### src/design/pita_pkg.sv
// Shared types, codes and character constants for the padded integer to ASCII formatter.
// Used by every module of the block; depends on nothing else.
package pita_pkg;

   localparam int MAX_WIDTH   = 64;
   localparam int DIGIT_SLOTS = 32;
   localparam int DIGIT_IDX_W = $clog2(DIGIT_SLOTS);
   localparam int DIGIT_CNT_W = $clog2(DIGIT_SLOTS + 1);
   localparam int FIELD_W     = 7;

   localparam logic [2:0] CMD_DEC   = 3'd0;
   localparam logic [2:0] CMD_HEX_L = 3'd1;
   localparam logic [2:0] CMD_HEX_U = 3'd2;
   localparam logic [2:0] CMD_BIN   = 3'd3;
   localparam logic [2:0] CMD_PTR   = 3'd4;
   localparam logic [2:0] CMD_CHAR  = 3'd5;

   localparam logic [7:0] CH_ZERO  = 8'h30;
   localparam logic [7:0] CH_SPACE = 8'h20;
   localparam logic [7:0] CH_X     = 8'h78;
   localparam logic [7:0] CH_MINUS = 8'h2d;
   localparam logic [7:0] CH_UPPER = 8'h41;
   localparam logic [7:0] CH_LOWER = 8'h61;

   localparam logic [7:0]  COLOR_RESET = 8'd7;
   localparam logic [31:0] RECIP_TEN   = 32'hCCCC_CCCD;
   localparam int          RECIP_SHIFT = 35;

   typedef struct packed {
      logic [2:0]  cmd;
      logic [31:0] value;
      logic [6:0]  min_width;
      logic        zero_fill;
   } req_type;

   typedef struct packed {
      logic [7:0] out_char;
      logic [7:0] attribute;
      logic       last;
   } rsp_type;

   typedef struct packed {
      logic [2:0]         kind;
      logic [31:0]        mag;
      logic               neg;
      logic               zero_fill;
      logic [FIELD_W-1:0] field_w;
   } desc_type;

   typedef struct packed {
      logic full;
      logic empty;
   } fifo_status_type;

   function automatic logic [7:0] digit_char(input logic [3:0] d, input logic upper);
      logic [7:0] c;
      if (d < 4'd10) begin
         c = CH_ZERO + {4'd0, d};
      end else begin
         c = (upper ? CH_UPPER : CH_LOWER) + {4'd0, d} - 8'd10;
      end
      return c;
   endfunction

endpackage

### src/design/pita_fifo.sv
// Two-entry descriptor queue between the front end and the back end.
// Depends on pita_pkg for the descriptor and status types.
module pita_fifo
   import pita_pkg::*;
(
   input  logic            clock,
   input  logic            reset,
   input  logic            push,
   input  desc_type        push_desc,
   input  logic            pop,
   output desc_type        head,
   output fifo_status_type status
);

   desc_type   entry_ff [2];
   logic       wr_ptr_ff, wr_ptr_in;
   logic       rd_ptr_ff, rd_ptr_in;
   logic [1:0] count_ff, count_in;

   always_comb begin
      wr_ptr_in    = push ? !wr_ptr_ff : wr_ptr_ff;
      rd_ptr_in    = pop ? !rd_ptr_ff : rd_ptr_ff;
      count_in     = count_ff + {1'b0, push} - {1'b0, pop};
      head         = entry_ff[rd_ptr_ff];
      status.full  = (count_ff == 2'd2);
      status.empty = (count_ff == 2'd0);
   end

   always_ff @(posedge clock) begin
      if (reset) begin
         wr_ptr_ff <= 1'b0;
         rd_ptr_ff <= 1'b0;
         count_ff  <= 2'd0;
      end else begin
         wr_ptr_ff <= wr_ptr_in;
         rd_ptr_ff <= rd_ptr_in;
         count_ff  <= count_in;
      end
   end

   always_ff @(posedge clock) begin
      if (push) begin
         entry_ff[wr_ptr_ff] <= push_desc;
      end
   end

endmodule

### config.mk
export PLATFORM = sky130hd
export DESIGN_NAME = pita_fifo
export DESIGN_NICKNAME = d
export VERILOG_FILES = /design/src/design/pita_pkg.sv /design/src/design/pita_fifo.sv
export SDC_FILE = /design/constraint.sdc
export NUM_CORES = 1
export LEC_CHECK = 0
export BUFFER_PORTS_ARGS = -buffer_cell sky130_fd_sc_hd__buf_4
export CAP_MARGIN = 20
export CORE_MARGIN = 4
export CORE_UTILIZATION = 35
export CTS_CLUSTER_DIAMETER = 200
export DETAILED_ROUTE_END_ITERATION = 8
export HOLD_SLACK_MARGIN = 0.15
export SKIP_CTS_REPAIR_TIMING = 1
export SLEW_MARGIN = 20
export SYNTH_ARGS = -nofsm -noshare
export SYNTH_HDL_FRONTEND = slang
export SYNTH_SLANG_ARGS = --single-unit
### constraint.sdc
create_clock -name clock -period 5.97 [get_ports clock]
set_input_delay 1.194 -clock clock [delete_from_list [all_inputs] [get_ports clock]]
set_output_delay 1.194 -clock clock [all_outputs]
set_load 0.01 [all_outputs]
==> Yosys cells after proc, flatten, opt, wreduce, memory -nomap -nowiden <==
Memories as Yosys holds them, arrays and structs flattened. A register that Yosys moved wholly into a read port is not among the register bits.
Index checks and enable logic that the tools add are counted.
{ "word_totals": {"wordCells": 14, "input_bits": 48, "mem_count": 1, "regBits": 4, "out_inout_bits": 46, "ram_bits": 88} }
{ "memory_table": {"columns": ["memory", "depth", "width", "rd", "rd_clocked_by_memory_dff", "wr", "line_no", "source"], "rows": [
  ["entry_ff", 2, 44, 1, 1, 1, "pita_fifo.sv:15", "desc_type entry_ff [2];"]
]} }
{ "classes": {"n_eq_ne": 1, "mux": 4, "n_reduce_logical": 3, "add_sub_neg": 2} }
{ "ops": {"columns": ["op", "n"], "rows": [
  ["$mux W1", 4],
  ["$add A2 B1 Y2", 1],
  ["$eq A2 B2 Y1 const B", 1],
  ["$logic_not A1 Y1", 2],
  ["$logic_not A2 Y1", 1],
  ["$sub A2 B1 Y2", 1]
]} }

==> Depth between registers and ports, before layout <==
{ "logic_depth": {"word_depth": 3, "ltp_mapped": 6, "ltp_nobuf": 6} }

==> Worst setup path before layout <==
Ideal clock, no wire load.
{ "synth_path": {"path_kind": "input port to flip-flop", "startpoint": "input port push", "endpoint": "memory entry_ff[0][0] (netlist bit), enable pin", "arrival_time_ps": 3154, "path_buffers": 0, "path_stages": 1, "required_time_ps": 5519, "setup_ps": 451, "path_slack_ps": 2365, "cell_sequence": "nor2b_1"} }
{ "synth_between": {"elab_chain_cells": 2} }
{ "synth_rtl": {"columns": ["element", "line_no", "source"], "rows": [
  ["start, declared", "pita_fifo.sv:8", "input logic push,"],
  ["$mux W1", "pita_fifo.sv:42", "if (push) begin"],
  ["$mux W1 (implied by the code)", "pita_fifo.sv:43", "entry_ff[wr_ptr_ff] <= push_desc;"],
  ["end, declared", "pita_fifo.sv:15", null]
]} }
No other way between the ends.

==> reports/qor.csv <==
metric;value;unit
leakage;1.790;nW
Avg Vias per Cell;4.388;
# rows;36;
run status;finished, final reports clean;
post-synthesis instance total;158;
CTS Buf Count;9;
post-synthesis sequential area ratio;76.27;%
CTS tree;yes;
Seq cells post-synth;93;
largest net degree at the start of global routing;30;
Hold Violations, Final;0;
DRC viols;0;
DR WL/cell;14.86;um
worst vdd ir;0.1431;mV
most frequent cells in the layout;buf_4 (95), edfxtp_1 (88), mux2_4 (40);
latest clock arrival within the worst-skew pair;340;ps
core area;0.009910;sq mm
share of cells above drive strength 1;59.09;%
Final ANT Viol Nets;0;
Peak Freq;302.3;MHz
setup slack after layout;2662;ps
Synth Warn #;0;
vias in the first global route;1824;
Worst setup SP type;flip-flop;
IO Pins;94;
DRT Wirelength;5.899;mm
Die Width;109.4;um
clk_skew;10.47;ps
syn avg cell area;22.76;sq um
Worst EP required;4780;ps
Clock Path Buffers;2;
commonest non-fill, non-tap cell in the layout;buf_4;
CTS sink count;93;
Tcrit/Tclk final;55.41;%
post-layout minimum cycle time;3308;ps
Initial Util;36.29;%
crit path kind;flip-flop to primary output;
final RePlAce weighted congestion;0.6296;
max_cap viols;0;
Setup WS pre-CTS;2978;ps
first-pass GRT wire length;8.990;mm
Net Count, Synth;208;
CTS H-tree lvls;3;
Setup violations, final;0;
die height;109.4;um
NumNets Final;310;
worst rel slew slack;61.23;%
area of the die;0.01196;sq mm
grt ovf;0;
P per Cell Area;293.9;mW/mm^2
via count;1742;
DP Cell Count;382;
Crit Path Max Fanout;29;
IO buf count;93;
Mapped Area;0.003596;sq mm
area grow syn2layout;27.31;%
clk slew on worst S/H paths;80;ps
Pre-antenna DRT Iters;4;
setup TNS;0;ps
Filler cells;890;
Root Driver;clkbuf_8;
Pins Over Slew Limit;0;
Non-Filler Instances;397;
initial antenna violation count;0;
CP arrival;2110;ps
HP Class;flip-flop to flip-flop;
CP endpoint kind;primary output;
Antenna Cells;0;
Netlist cell types;13;
Total GRT Usage;10.21;%
worst-margin pin slew;580.2;ps
initial DRC count;54;
RSZ-0062 raised after global routing;no;
where the power goes:
part | leakage [nW] | total, W | switching, W | internal, W
combinational | 0.846 | 0.000214 | 0.0000867 | 0.000127
clock | 0.0768 | 0.000355 | 0.000207 | 0.000148
sequential | 0.868 | 0.000777 | 0.0000168 | 0.000760
total | 1.79 | 0.00135 | 0.000310 | 0.00104
worst max-delay path: stages, from the launching register on:
cell     delay [ps]
dfxtp_2         650
buf_4           560
mux2_2          400
buf_4           140
cell type report:
| type | instances | area [sq um] | area share, % |
|---|---|---|---|
| flip-flops and latches | 93 | 2744 | 59.93 |
| multi-input cells | 58 | 763.2 | 16.67 |
| repair buffers | 96 | 733.2 | 16.02 |
| well taps | 133 | 166.4 | 3.635 |
| clock buffers | 9 | 123.9 | 2.706 |
| clock inverters | 6 | 40.04 | 0.8746 |
| inverters | 2 | 7.507 | 0.1640 |
synthesized netlist by cell type:
library cell  instances  area share (%)
dfxtp_1               5             2.8
xnor3_1               1            0.63
mux2_2                4             1.3
nor2_1                5            0.52
buf_6                 1            0.31
ha_1                  2            0.70
mux2_4               40              17
edfxtp_1             88              73
and2_1                1            0.17
xnor2_1               2            0.49
inv_1                 2            0.21
nor2b_1               3            0.52
buf_12                4             2.2
state kept, by name, indices dropped and copies added, names as in the netlist, named ones only:
name,flops
entry_ff,88
count_ff,2
wr_ptr_ff,1
rd_ptr_ff,1
stage by stage:
step,area (sq um),total power (W),hold WS [ps],utilization (%)
6_report,4578,0.001346,557.0,46.20
5_1_grt,4578,0.001411,597.0,46.20
4_1_cts,4578,0.001370,559.6,46.20
3_5_place_dp,4414,0.001012,541.5,44.55
3_3_place_gp,4394,0.001006,495.6,44.34
2_1_floorplan,3596,0.0009164,479.9,-
final timing paths:
| check | from | endpoint | slack (ps) | cells past startpoint |
|---|---|---|---|---|
| worst max-delay path | flip-flop | head[1] | 2660 | 3 |
| worst min-delay path | rd_ptr_ff | rd_ptr_ff | 560 | 2 |
| worst max register to register | wr_ptr_ff | entry_ff[0][21] | 4310 | 2 |
| worst min register to register | rd_ptr_ff | rd_ptr_ff | 560 | 2 |
metal layers:
layer,up-vias,track usage [%],wire length (um)
met1,853,12.00,2313
met2,67,16.48,2955
met4,0,5.076,91
met3,11,3.758,539
li1,811,-,-
met5,-,0,0
cells by family after synthesis:
| kind of cell | count (synthesis) | synth area share (%) |
|---|---|---|
| adders and majority gates | 2 | 0.6958 |
| xor gates and xnor gates | 3 | 1.113 |
| and+or+nand+nor | 9 | 1.218 |
| buffers and inverters | 7 | 2.749 |
| muxes | 44 | 17.95 |
| DFF | 93 | 76.27 |
Note: power is estimated with default switching activity, not from simulation.
