### src/design/pita_pkg.sv
// Shared types, codes and character constants for the padded integer to ASCII formatter.
// Used by every module of the block; depends on nothing else.
package pita_pkg;

   localparam int MAX_WIDTH   = 64;
   localparam int DIGIT_SLOTS = 32;
   localparam int DIGIT_IDX_W = $clog2(DIGIT_SLOTS);
   localparam int DIGIT_CNT_W = $clog2(DIGIT_SLOTS + 1);
   localparam int FIELD_W     = 7;

   localparam logic [2:0] CMD_DEC   = 3'd0;
   localparam logic [2:0] CMD_HEX_L = 3'd1;
   localparam logic [2:0] CMD_HEX_U = 3'd2;
   localparam logic [2:0] CMD_BIN   = 3'd3;
   localparam logic [2:0] CMD_PTR   = 3'd4;
   localparam logic [2:0] CMD_CHAR  = 3'd5;

   localparam logic [7:0] CH_ZERO  = 8'h30;
   localparam logic [7:0] CH_SPACE = 8'h20;
   localparam logic [7:0] CH_X     = 8'h78;
   localparam logic [7:0] CH_MINUS = 8'h2d;
   localparam logic [7:0] CH_UPPER = 8'h41;
   localparam logic [7:0] CH_LOWER = 8'h61;

   localparam logic [7:0]  COLOR_RESET = 8'd7;
   localparam logic [31:0] RECIP_TEN   = 32'hCCCC_CCCD;
   localparam int          RECIP_SHIFT = 35;

   typedef struct packed {
      logic [2:0]  cmd;
      logic [31:0] value;
      logic [6:0]  min_width;
      logic        zero_fill;
   } req_type;

   typedef struct packed {
      logic [7:0] out_char;
      logic [7:0] attribute;
      logic       last;
   } rsp_type;

   typedef struct packed {
      logic [2:0]         kind;
      logic [31:0]        mag;
      logic               neg;
      logic               zero_fill;
      logic [FIELD_W-1:0] field_w;
   } desc_type;

   typedef struct packed {
      logic full;
      logic empty;
   } fifo_status_type;

   function automatic logic [7:0] digit_char(input logic [3:0] d, input logic upper);
      logic [7:0] c;
      if (d < 4'd10) begin
         c = CH_ZERO + {4'd0, d};
      end else begin
         c = (upper ? CH_UPPER : CH_LOWER) + {4'd0, d} - 8'd10;
      end
      return c;
   endfunction

endpackage

### src/design/pita_front.sv
// Front end: accepts requests, drops unused kinds and classifies the rest into descriptors.
// Depends on pita_pkg; feeds pita_fifo.
module pita_front
   import pita_pkg::*;
(
   input  logic            req_valid,
   output logic            req_ready,
   input  req_type         req_data,
   input  fifo_status_type fifo_status,
   output logic            push,
   output desc_type        push_desc
);

   logic [FIELD_W-1:0] width_sat;
   logic               is_neg;

   always_comb begin
      req_ready = !fifo_status.full;
      push      = req_valid && req_ready && (req_data.cmd <= CMD_CHAR);

      width_sat = (req_data.min_width > FIELD_W'(MAX_WIDTH)) ? FIELD_W'(MAX_WIDTH)
                                                              : req_data.min_width;
      is_neg = (req_data.cmd == CMD_DEC) && req_data.value[31];

      push_desc.kind      = req_data.cmd;
      push_desc.neg       = is_neg;
      push_desc.mag       = is_neg ? (32'd0 - req_data.value) : req_data.value;
      push_desc.zero_fill = req_data.zero_fill && (req_data.cmd != CMD_CHAR);
      if (req_data.cmd == CMD_PTR) begin
         push_desc.field_w = (width_sat > FIELD_W'(2)) ? width_sat - FIELD_W'(2) : '0;
      end else begin
         push_desc.field_w = width_sat;
      end
   end

endmodule

### config.mk
export PLATFORM = sky130hd
export DESIGN_NAME = pita_front
export DESIGN_NICKNAME = d
export VERILOG_FILES = /design/src/design/pita_pkg.sv /design/src/design/pita_front.sv
export SDC_FILE = /design/constraint.sdc
export NUM_CORES = 1
export LEC_CHECK = 0
export ABC_CLOCK_PERIOD_IN_PS = 2150
export BUFFER_PORTS_ARGS = -buffer_cell sky130_fd_sc_hd__buf_4
export CAP_MARGIN = 10
export CORE_MARGIN = 1
export CORE_UTILIZATION = 40
export DETAILED_ROUTE_END_ITERATION = 10
export PLACE_DENSITY = 0.85
export SYNTH_ARGS = -nofsm -noshare
export SYNTH_HDL_FRONTEND = slang
export SYNTH_SLANG_ARGS = --single-unit
### constraint.sdc
create_clock -name vclk -period 2.15
set_input_delay 0.215 -clock vclk [all_inputs]
set_output_delay 0.215 -clock vclk [all_outputs]
set_load 0.05 [all_outputs]
Word level (Yosys, flattened, before mapping)
Cells that the tools add are included.
{"block": "totals", "ff_bits": 0, "in_bits": 46, "out_inout_bits": 46, "elab_cells": 17}
{"block": "op_classes", "n_addsub": 2, "n_lt_le_gt_ge": 3, "eq_ne": 2, "muxes": 4, "reduce_logical": 6}
{"operator": "32-bit 2-to-1 mux", "n": 1}
{"operator": "1-bit by 32-bit subtractor with 32-bit output (first input constant)", "n": 1}
{"operator": "7-bit 2-to-1 mux", "n": 3}
{"operator": "7-bit by 2-bit > comparator with 1-bit output (second input constant)", "n": 1}
{"operator": "7-bit > comparator (second input constant)", "n": 1}
{"operator": "7-bit by 2-bit subtractor with 7-bit output (second input constant)", "n": 1}
{"operator": "1-bit logical AND", "n": 4}
{"operator": "3-bit == test (second input constant)", "n": 1}
{"operator": "3-bit <= comparator (second input constant)", "n": 1}
{"operator": "3-bit zero test", "n": 1}
{"operator": "3-bit != test (second input constant)", "n": 1}
{"operator": "1-bit zero test", "n": 1}

Depth between registers and ports, before layout
{"block": "depth", "ltp_word": 5, "mapped_depth": 6, "depth_no_buf": 6}

Worst setup path before layout
Ideal clock, no wire load.
{"block": "synth_path", "path_type": "input port to output port", "startpoint": "in req_data[42] (netlist name)", "endpoint": "out push_desc[4] (netlist name)", "arrival_time_ps": 2368, "required_time_ps": 1935, "path_slack_ps": -433, "path_stages": 3, "path_buffers": 1, "cell_sequence": "nor3b_1 clkbuf_1 o311ai_0"}
{"element": "start, declared", "line": "pita_front.sv:8", "rtl": "input req_type req_data,"}
{"element": "end, declared", "line": "pita_front.sv:11", "rtl": "output desc_type push_desc"}

==> out/qor.txt <==
====================================================================================
Number of warnings issued by yosys                                                 0
Ordered list of cells on the worst path                                 buf_6 -> or4_4 -> or3_4 -> buf_12 -> o41ai_4 -> xnor2_2 -> buf_6
Slowest CP cell                                                         sky130_fd_sc_hd__or4_4
Utilization of the core after routing                                          0.936
Worst setup path startpoint                                             req_data[28]
Routed via count divided by cell count                                          6.58
Wire length of the first global-routing pass                            7890 microns
Relative contribution of the clock network to total power                          0
Tmin final                                                                   2.32 ns
Antenna violations before repair                                                   0
Placement Rows                                                                    17
Class of the worst hold path                                                  in2out
Number of buffer and inverter instances along the worst setup path                 3
Slew headroom                                                                  0.546
Number of clock-tree buffers in the layout                                         0
Antenna diode instance count                                                       0
Minimum setup slack in the final design                                    -0.168 ns
Via count of the first global-routing pass                                      1646
Setup repair after global routing missed its margin                              yes
Leak Pwr                                                                 0.000991 uW
Most common library cell in the layout ignoring fill and taps           sky130_fd_sc_hd__buf_4
Cell seen most often among critical-path stages                         sky130_fd_sc_hd__buf_6
Tightest Pin Transition                                                     0.672 ns
Final GP Congestion                                                            0.760
Initial standard-cell utilization of the core                                  0.440
Non-filler instance count after layout                                           269
Max-slew violations                                                                0
Tcrit/Tclk final                                                                1.08
Combined global-route utilization of all metal layers                          0.385
Sw frac                                                                        0.633
Maximum fanout encountered on the critical timing path                             5
Status                                                                  finished, violations left
Worst setup path endpoint                                               push_desc[34]
Cell area reported after detailed placement                               1950 sq um
Post-Place Setup Slack                                                     -0.257 ns
Worst slack on hold paths                                                   0.724 ns
CP delay by family, top                                                 simple AND/OR/NAND/NOR gates
Overall routed net length                                               5850 microns
Commonest non-fill, non-tap cells in the layout                         sky130_fd_sc_hd__buf_4, sky130_fd_sc_hd__xnor2_2, sky130_fd_sc_hd__nand2_1, sky130_fd_sc_hd__buf_6, sky130_fd_sc_hd__o21ai_0
Number of detailed-routing iterations run before antenna repair                    4
Chip width                                                              52.5 microns
Global route overflow                                                              0
Category of the worst setup path launch point                           primary input
Count of sequential standard cells                                                 0
Achievable Freq                                                              431 MHz
VDD IR max                                                                    268 uV
Layout Area Growth over Synthesis                                               112%
Final standard cell area without fillers                                  2170 sq um
Sequential Power Share                                                             0
# IOs                                                                             92
Fin. Hold Viols                                                                    0
Die Y                                                                   52.5 microns
WL/cell                                                                 21.8 microns
Share of power burned in combinational logic                                   1.000
Fraction of final layout cells sized beyond drive strength 1                   0.614
Post-detailed-route count of antenna-violating nets                                0
Power density cells                                                      286 nW/um^2
Depth of the critical timing path with buffers and inverters included              7
Total area of multi-input combinational cells                             1180 sq um
MaxCap Viol Count                                                                  0
Filler cell count                                                                 83
Placed instance count                                                            266
Max stage delay on crit path                                                 0.53 ns
Core outline area                                                         2320 sq um
Hpwl dp                                                                 2970 microns
Area of all sequential standard cells                                        0 sq um
WP data arrival                                                              2.10 ns
Internal power                                                                228 uW
Detailed-route DRC error count                                                     0
Initial detailed-routing violation count                                         101
Sort of element at the end of the critical path                         primary output
Switching power summed over all nets                                          393 uW
Synth unique cells                                                                35
Fraction of the yosys area taken by sequential cells                               0
Via count                                                                       1769
Number of standard cells after synthesis                                         144
Pin count of the biggest net entering global routing                              18
Average instance area after synthesis                                     7.09 sq um
Area of the die                                                           2760 sq um
Final #Nets                                                                      291
Number of setup violations in the final report                                    10
Post-Synthesis Cell Area                                                  1020 sq um
Classification of the worst setup path                                        in2out
Hold_buf cts                                                                       0
Number of nets produced by synthesis                                             192
Failing checks                                                          setup timing
Data required time of the worst path                                         1.93 ns
IO buf count                                                                      91
====================================================================================
[what timing repair did]
action | 4_1_cts | 5_1_grt
buffers inserted | 1 | 1
cloned | 1 | 0
setup endpoints to repair | 9 | 17
resized for setup | 24 | 6
endpoints found under the hold margin | 0 | 0
pin swaps | 10 | 2
[metal layers]
layer	track usage	vias to the layer above	share of wire
li1	-	734	-
met1	0.395	811	0.35
met2	0.705	181	0.49
met3	0.0812	43	0.10
met4	0.228	0	0.062
met5	0	-	0
[cells by family after synthesis]
logic type / synth area share
compound gates: 0.350
xor+xnor: 0.249
simple gates: 0.262
buf+inv: 0.114
fa+ha+maj: 0.0245
[stage by stage]
step	TNS [ns]	power, uW
CTS	-0.468	588
floorplan	0	350
detailed placement	-2.01	567
finish	-0.803	621
global placement	-1.44	558
global route	-2.14	641
[power groups by stage]
stage	Sequential, uW	Combinational (uW)	Clock, uW
final	0	621	0
after global routing	0	641	0
after CTS	0	588	0
after detailed placement	0	567	0
after global placement	0	558	0
after floorplan	0	350	0
[synth_stat cells (all sizes together)]
cell type	count	area [sq um]
xnor2	25	219
o21ai	12	60.1
o41ai	12	169
nand2	11	41.3
inv	10	37.5
buf	9	63.8
o31ai	8	60.1
nor2	7	26.3
nand3	6	35.0
nor3	5	25.0
clkbuf	4	15.0
nor4	4	31.3
xor2	4	35.0
a21oi	3	15.0
and3	3	18.8
o311ai	3	26.3
or3	3	18.8
a31oi	2	12.5
ha	2	25.0
nand2b	2	12.5
nand3b	2	15.0
nor3b	1	7.51
nor4b	1	8.76
o211ai	1	7.51
o21a	1	7.51
or2	1	6.26
or4	1	11.3
or4b	1	10.0
[how the worst min path moves through the flow]
stage                       from             to  slack (ns)  cells past startpoint
global placement     req_data[8]   push_desc[9]        0.72                      2
floorplan           req_data[40]  push_desc[41]        0.60                      1
finish              req_data[40]  push_desc[41]        0.72                      2
detailed placement  req_data[40]  push_desc[41]        0.72                      2
CTS                 req_data[40]  push_desc[41]        0.72                      2
global route         req_data[8]   push_desc[9]        0.73                      2
[layout make-up]
| class | count | area share |
|---|---|---|
| timing repair buffer | 110 | 0.420 |
| inverter | 10 | 0.0173 |
| multi-input combinational | 121 | 0.546 |
| tap | 28 | 0.0161 |
No activity file was read; power rests on OpenSTA's default activity.
